$ cat config.mk
export PLATFORM = sky130hd
export DESIGN_NAME = rm_ctrl
export DESIGN_NICKNAME = d
export VERILOG_FILES = /design/src/design/rm_pkg.sv /design/src/design/rm_ctrl.sv
export SDC_FILE = /design/constraint.sdc
export NUM_CORES = 1
export LEC_CHECK = 0
export BUFFER_PORTS_ARGS = -buffer_cell sky130_fd_sc_hd__buf_4
export CAP_MARGIN = 20
export CORE_AREA = 2 2 39 41
export CTS_BUF_LIST = sky130_fd_sc_hd__clkbuf_8
export DETAILED_ROUTE_END_ITERATION = 8
export DIE_AREA = 0 0 41 43
export GPL_TIMING_DRIVEN = 1
export MAX_ROUTING_LAYER = met4
export PLACE_DENSITY = 0.32
export SLEW_MARGIN = 0
export SYNTH_ARGS = -nofsm -noshare
export SYNTH_HDL_FRONTEND = slang
export SYNTH_SLANG_ARGS = --single-unit
$ cat constraint.sdc
create_clock -name clk -period 0.9 [get_ports clk]
set_input_delay 0 -clock clk [delete_from_list [all_inputs] [get_ports clk]]
set_output_delay 0 -clock clk [all_outputs]
set_load 0.02 [all_outputs]
$ cat src/design/rm_pkg.sv
`default_nettype none

package rm_pkg;

    // Default geometry
    localparam int PHASE_BITS_DEF       = 32;
    localparam int SINE_TABLE_DEPTH_DEF = 1024;

    // Sample and register widths
    localparam int SAMPLE_W   = 16;
    localparam int STEP_W     = 32;
    localparam int GAIN_W     = 16;
    localparam int CFG_IDX_W  = 8;
    localparam int CFG_DATA_W = 32;

    // Register map
    localparam logic [CFG_IDX_W-1:0] REG_PHASE_STEP   = 8'd0;
    localparam logic [CFG_IDX_W-1:0] REG_CARRIER_GAIN = 8'd1;

    localparam logic [STEP_W-1:0] PHASE_STEP_RST   = 32'd161061274;
    localparam logic [GAIN_W-1:0] CARRIER_GAIN_RST = 16'd16384;

    // Carrier gain (u16) times sine (s16): signed 33 bits
    localparam int GS_W   = GAIN_W + SAMPLE_W + 1;
    // Times the audio sample: signed 49 bits, Q20.29
    localparam int PROD_W = GS_W + SAMPLE_W;
    localparam int FRAC_W = 29;

    // Sine constants in Q30
    localparam logic [63:0] Q30_ONE     = 64'd1073741824;
    localparam logic [63:0] HALF_PI_Q30 = 64'd1686629713;

    // Controller to datapath commands
    typedef struct packed {
        logic load;   // request taken: latch sample, read sine, step phase
        logic gain;   // gain times sine
        logic mix;    // times sample, truncate, saturate into output register
    } rm_cmd_t;

    // Shift-subtract divide, used only while building the sine ROM
    function automatic logic [63:0] udiv64(input logic [63:0] n, input logic [63:0] d);
        logic [63:0] q;
        logic [63:0] r;
        q = '0;
        r = '0;
        for (int i = 63; i >= 0; i--)
        begin
            r = {r[62:0], n[i]};
            if (r >= d)
            begin
                r    = r - d;
                q[i] = 1'b1;
            end
        end
        return q;
    endfunction

    // One ROM entry: 32767 * sin(2*pi*k/depth), Taylor series in Q30
    function automatic logic signed [SAMPLE_W-1:0] sine_entry(input int unsigned k,
                                                             input int unsigned depth);
        logic [63:0] d;
        logic [63:0] t;
        logic [63:0] quad;
        logic [63:0] rem;
        logic [63:0] x;
        logic [63:0] term;
        logic signed [63:0] sum;
        logic [63:0] mag;
        logic [63:0] denom;
        d    = 64'(depth);
        t    = 64'(k) << 2;
        quad = udiv64(t, d);
        rem  = t - quad * d;
        if (quad[0])
            rem = d - rem;
        x    = udiv64(HALF_PI_Q30 * rem + (d >> 1), d);
        sum  = $signed(x);
        term = x;
        for (int n = 1; n <= 7; n++)
        begin
            term  = (term * x) >> 30;
            term  = (term * x) >> 30;
            denom = 64'((2 * n) * (2 * n + 1));
            term  = udiv64(term, denom);
            if (n % 2 == 1)
                sum = sum - $signed(term);
            else
                sum = sum + $signed(term);
        end
        if (sum < 0)
            sum = '0;
        if (sum > $signed(Q30_ONE))
            sum = $signed(Q30_ONE);
        mag = ($unsigned(sum) * 64'd32767 + (64'd1 << 29)) >> 30;
        if (quad >= 64'd2)
            return SAMPLE_W'(-$signed(mag));
        return SAMPLE_W'(mag);
    endfunction

endpackage

`default_nettype wire

$ cat src/design/rm_ctrl.sv
`default_nettype none

module rm_ctrl (
    input  wire logic              clk,
    input  wire logic              rst_n,
    input  wire logic              in_valid,
    output logic                   in_ready,
    output logic                   out_valid,
    input  wire logic              out_ready,
    output rm_pkg::rm_cmd_t        cmd
);

    typedef enum logic [1:0] {
        ST_IDLE,
        ST_GAIN,
        ST_MIX
    } state_t;

    state_t state_reg;
    state_t state_next;
    logic   out_valid_reg;
    logic   out_free;

    // Output slot can take a result this cycle
    assign out_free = !out_valid_reg || out_ready;

    always_comb
    begin
        in_ready   = 1'b0;
        cmd        = '0;
        state_next = state_reg;
        unique case (state_reg)
            ST_IDLE:
            begin
                in_ready = 1'b1;
                if (in_valid)
                    state_next = ST_GAIN;
            end
            ST_GAIN:
            begin
                cmd.gain   = 1'b1;
                state_next = ST_MIX;
            end
            ST_MIX:
            begin
                if (out_free)
                begin
                    cmd.mix    = 1'b1;
                    in_ready   = 1'b1;
                    state_next = in_valid ? ST_GAIN : ST_IDLE;
                end
            end
            default:
                state_next = ST_IDLE;
        endcase
        cmd.load = in_valid && in_ready;
    end

    always_ff @(posedge clk or negedge rst_n)
    begin
        if (!rst_n)
        begin
            state_reg     <= ST_IDLE;
            out_valid_reg <= 1'b0;
        end
        else
        begin
            state_reg <= state_next;
            if (cmd.mix)
                out_valid_reg <= 1'b1;
            else if (out_ready)
                out_valid_reg <= 1'b0;
        end
    end

    assign out_valid = out_valid_reg;

endmodule

`default_nettype wire

==> impl_metrics.json, run 1 <==
{
  "finClkSkew_ns": 0.000107,
  "synth.top_cells.by_count": "a21oi_1, dfrtp_1, nand2b_1",
  "finalMaxSlewViolations": 0,
  "ir_drop_mv": 0.485,
  "seq_area_frac_synth_pct": 51.3,
  "hold_path_class": "primary input to flop",
  "synth-edff-count": 0,
  "hpwlAfterDp_um": 271,
  "synth_warnings": 0,
  "maxCapViolCount": 0,
  "hold_viol": 0,
  "start_kind": "flop",
  "wl_per_cell_um": 9.45,
  "synth.largest_area_cell": "dfrtp_1",
  "largest_register_ff_count": 2,
  "route.detailed.drc": 0,
  "setup_viol": 4,
  "crit_required_ns": 0.90,
  "fin_crit_sh_pct": 113,
  "antenna_found_initial": 0,
  "path_clk_slew_ns": 0.03,
  "chipWidth_um": 41,
  "row_count": 14,
  "worst_slew_pin_slew_ns": 0.172,
  "grt_pass1_vias": 183,
  "die_area_um2": 1760,
  "syn_area_um2": 146,
  "place_worst_setup_slack_ns": 0.0413,
  "area_delta_synth_final_pct": 148,
  "synth_ff_type": "dfrtp_1",
  "cp_max_fo": 4,
  "gr-usage-all-layers_pct": 7.63,
  "syn_inst": 15,
  "numPortBuffers": 8,
  "syn_area_per_cell_um2": 9.76,
  "violations": "negative setup slack",
  "drtPass1Iterations": 1,
  "drtIter0Drc": 0,
  "cts_tree": "done",
  "clkLatencyLatePin_ns": 0.22,
  "worst-setup-path-type": "flop to output port",
  "setup.worst_path.end_class": "output port",
  "wl_met3_um": 37,
  "finalWorstSetupSlack_ns": -0.113,
  "drt-met1-wl_um": 126,
  "viasPerCell": 3.57,
  "core_area_um2": 1380,
  "initial_core_util_pct": 10.6,
  "fmax_mhz": 988,
  "synth_nets": 19,
  "rsz0062_at_grt": "yes",
  "drive_gt1_share_pct": 74.2,
  "wl_met2_um": 237,
  "top_layer": "met4",
  "synth_top_area_share_pct": 51.3,
  "utilization_pct": 26.2,
  "grt_max_degree": 6,
  "worstPathArrival_ns": 1.01,
  "worstPathCellList": "nand2b_4 -> a21oi_2 -> buf_4",
  "cts.sinks": 3,
  "postRouteAntennaNets": 0,
  "slowest_delay_ns": 0.40,
  "nNetsFinal": 36,
  "htree_levels": 1,
  "ys_ff_latch": 3,
  "ios": 9,
  "synthDistinctLibCells": 9,
  "dr_total_vias": 168,
  "period_needed_ns": 1.01,
  "power.density_nw_per_um2": 2170,
  "synth-async-reset-ratio_pct": 100,
  "diodes": 0,
  "die_y_um": 43,
  "grt_pass1_wl_um": 696,
  "gp_congestion": 0.616,
  "slew_headroom_pct": 88.5,
  "cts_buffers": 3,
  "grt-ovfl-total": 0,
  "wirelength_um": 444,
  "synth_area_leaders": "dfrtp_1, nand2b_1, a21oi_1",
  "p_leak_nw": 0.172,
  "cts_buffer_depth": 2,
  "root_buffer": "clkbuf_8",
  "cp_slowest_cell": "dfrtp_1",
  "status": "complete, but fails checks"
}
==> worst paths after layout <==
path	startpoint	end	slack, ns	cells past startpoint
worst max-delay path	state_reg[0]$_DFFE_PN0P_	cmd[2]	-0.11	3
min in group asynchronous	rst_n	state_reg[0]$_DFFE_PN0P_	0.11	2
worst max register to register	state_reg[0]$_DFFE_PN0P_	state_reg[1]$_DFFE_PN0P_	0.01	3
worst min register to register	state_reg[1]$_DFFE_PN0P_	state_reg[0]$_DFFE_PN0P_	0.57	1
worst min-delay path	out_ready	out_valid$_DFFE_PN0P_	0.1	3
max in group asynchronous	rst_n	state_reg[1]$_DFFE_PN0P_	0.69	2
==> metrics by stage <==
stage | setup TNS [ns] | instance area, µm² | total power, W | hold WS (ns) | std cells
floorplan | -0.260 | 146 | 0.000253 | -0.296 | 15
global placement | 0 | 219 | 0.000313 | -0.210 | 38
detailed placement | 0 | 219 | 0.000312 | -0.210 | 38
CTS | -0.398 | 347 | 0.000782 | 0.0948 | 47
global route | -0.583 | 363 | 0.000839 | 0.119 | 47
finish | -0.371 | 363 | 0.000787 | 0.0959 | 47
==> cells in the final DEF, fill, tap and decap left out <==
cell / synthesis / routed
dfrtp_2: 0 / 1
dfrtp_1: 3 / 2
inv_1: 0 / 1
a21oi_1: 3 / 1
o21bai_1: 1 / 1
buf_4: 1 / 8
nor2_4: 0 / 1
clkbuf_8: 0 / 3
nand2b_4: 0 / 2
dlygate4sd3_1: 0 / 1
nor2b_4: 0 / 2
buf_6: 0 / 4
a21oi_2: 0 / 2
nand2b_1: 3 / 1
nand2_1: 1 / 1
==> critical path, delay by kind of cell, from the launching register on <==
kind            cells  cell delay (ns)
simple gates        1             0.16
buf+inv             1             0.14
compound gates      1             0.09
flops               1             0.40
==> area by class of cell <==
type                    count  area, µm²
clock buffers               3       41.3
clock inverters             1       3.75
fillers                   155       1020
multi-input cells          11        106
flip-flops and latches      3       76.3
well taps                  16       20.0
repair buffers             13        115
==> timing repair <==
item                                   CTS  global route
endpoints found under the hold margin    3             0
setup buffers                            4             0
pin swaps                                1             3
hold buffers                             1             0
resized for setup                       10             4
setup endpoints to repair                4             7
==> report_power, final <==
part / switching, W / total [W] / internal [W]
combinational: 0.0000970 / 0.000228 / 0.000131
sequential: 0.0000259 / 0.000181 / 0.000156
clock: 0.0000875 / 0.000378 / 0.000290
total: 0.000210 / 0.000787 / 0.000577
==> routing by layer <==
layer	track usage, %	vias up
li1	-	80
met1	4.85	76
met2	10.0	7
met3	3.14	5
met4	14.0	0
met5	-	-
==> cells by family after synthesis <==
kind of cell / synth area share, %
AOI/OAI and AO/OA: 15.4
and+or+nand+nor: 28.2
DFF: 51.3
buffers and inverters: 5.13
Note: power is estimated with default switching activity, not from simulation.
==> inputs of run 2 (changes only) <==
--- a/config.mk
+++ b/config.mk
@@ -7,13 +7,15 @@
 export LEC_CHECK = 0
 export BUFFER_PORTS_ARGS = -buffer_cell sky130_fd_sc_hd__buf_4
 export CAP_MARGIN = 20
+export CELL_PAD_IN_SITES_DETAIL_PLACEMENT = 0
+export CELL_PAD_IN_SITES_GLOBAL_PLACEMENT = 1
 export CORE_AREA = 2 2 39 41
 export CTS_BUF_LIST = sky130_fd_sc_hd__clkbuf_8
 export DETAILED_ROUTE_END_ITERATION = 8
 export DIE_AREA = 0 0 41 43
 export GPL_TIMING_DRIVEN = 1
 export MAX_ROUTING_LAYER = met4
-export PLACE_DENSITY = 0.32
+export PLACE_DENSITY = 0.39
 export SLEW_MARGIN = 0
 export SYNTH_ARGS = -nofsm -noshare
 export SYNTH_HDL_FRONTEND = slang
==> impl_metrics.json, run 2 (synthesized netlist as in run 1, its figures left out) <==
{
  "drtIter0Drc": 0,
  "clkLatencyLatePin_ns": 0.21,
  "hold_viol": 0,
  "row_count": 14,
  "cts_tree": "done",
  "cts_buffer_depth": 2,
  "initial_core_util_pct": 10.6,
  "worstPathArrival_ns": 1.00,
  "core_area_um2": 1380,
  "utilization_pct": 25.9,
  "instances_no_fill": 46,
  "fmax_mhz": 998,
  "finalWorstSetupSlack_ns": -0.102,
  "route.detailed.drc": 0,
  "tns_ns": -0.362,
  "wl_per_cell_um": 8.80,
  "p_leak_nw": 0.172,
  "dp.cells": 38,
  "numPortBuffers": 8,
  "grt_pass1_wl_um": 662,
  "wl_met2_um": 217,
  "finClkSkew_ns": 0.00359,
  "maxCapViolCount": 0,
  "grt_max_degree": 6,
  "path_clk_slew_ns": 0.03,
  "top_layer": "met3",
  "wl_met3_um": 40,
  "viasPerCell": 3.37,
  "worst-setup-path-type": "flop to output port",
  "cts_buffers": 3,
  "gp_congestion": 0.687,
  "finalMaxSlewViolations": 0,
  "diodes": 0,
  "rsz0062_at_grt": "yes",
  "violations": "negative setup slack",
  "final_common_cell": "buf_4",
  "antenna_found_initial": 0,
  "power.density_nw_per_um2": 2190,
  "dr_total_vias": 155,
  "largest_register_ff_count": 2,
  "cts.sinks": 3,
  "drt-met1-wl_um": 147,
  "gr-usage-all-layers_pct": 6.19,
  "grt_pass1_vias": 159,
  "setup.worst_path.end_class": "output port",
  "nNetsFinal": 35,
  "start_kind": "flop",
  "grt-ovfl-total": 0,
  "htree_levels": 1,
  "cp_max_fo": 4,
  "setup_viol": 6,
  "fin_crit_sh_pct": 111,
  "die_y_um": 43,
  "hold_ws_ns": 0.0521,
  "die_area_um2": 1760,
  "drive_gt1_share_pct": 73.3,
  "ir_drop_mv": 0.693,
  "crit_required_ns": 0.90,
  "root_buffer": "clkbuf_8",
  "drtPass1Iterations": 1,
  "status": "complete, but fails checks",
  "wirelength_um": 405,
  "area_delta_synth_final_pct": 144,
  "period_needed_ns": 1.00,
  "chipWidth_um": 41,
  "hold_path_class": "primary input to flop",
  "postRouteAntennaNets": 0,
  "ios": 9,
  "slew_headroom_pct": 89.1,
  "power_w": 0.000785,
  "final_cell_mix": "buf_4, buf_6, nand2b_4, clkbuf_8",
  "worst_slew_pin_slew_ns": 0.163
}
run 2: through the flow:
step | cell area, µm² | setup WS (ns)
after floorplan | 146 | -0.110
after global placement | 219 | 0.0474
after detailed placement | 219 | 0.0392
after CTS | 328 | -0.112
after global routing | 358 | -0.153
final | 358 | -0.102
run 2: cell type report:
type	instances	area, µm²
fill	152	1030
timing repair buffer	12	111
multi-input combinational	11	105
sequential	3	76.3
clock buffer	3	41.3
tap	16	20.0
clock inverter	1	3.75
run 2: final timing paths:
check | startpoint | endpoint | slack [ns] | cells past startpoint
setup / recovery | out_valid$_DFFE_PN0P_ | in_ready | -0.10 | 3
hold / removal | in_valid | state_reg[0]$_DFFE_PN0P_ | 0.05 | 3
setup reg to reg | state_reg[0]$_DFFE_PN0P_ | state_reg[1]$_DFFE_PN0P_ | 0 | 3
hold reg to reg | state_reg[1]$_DFFE_PN0P_ | state_reg[0]$_DFFE_PN0P_ | 0.55 | 1
max in group asynchronous | rst_n | state_reg[1]$_DFFE_PN0P_ | 0.67 | 2
min in group asynchronous | rst_n | out_valid$_DFFE_PN0P_ | 0.12 | 2
run 2: critical path: stages, from the launching register on:
cell	delay, ns
dfrtp_1	0.33
nor2b_4	0.21
a21oi_1	0.09
buf_4	0.16
run 2: timing repair:
action / 4_1_cts / 5_1_grt
endpoints found under the hold margin: 3 / 0
gates resized for setup: 9 / 5
buffers inserted: 2 / 1
setup endpoints to repair: 4 / 5
cloned: 0 / 0
hold buffers: 1 / 0
pin swaps: 2 / 1
run 2: report_power, final:
group / switching [W] / total, W / leakage [nW] / internal [W]
logic: 0.000102 / 0.000237 / 0.109 / 0.000136
clock network: 0.0000806 / 0.000370 / 0.0269 / 0.000290
registers: 0.0000215 / 0.000177 / 0.0367 / 0.000156
run 2: layer usage:
layer | GRT usage [%] | up-vias
met5 | - | -
met4 | 2.00 | 0
met3 | 6.28 | 0
met2 | 7.50 | 5
met1 | 6.82 | 73
li1 | - | 77
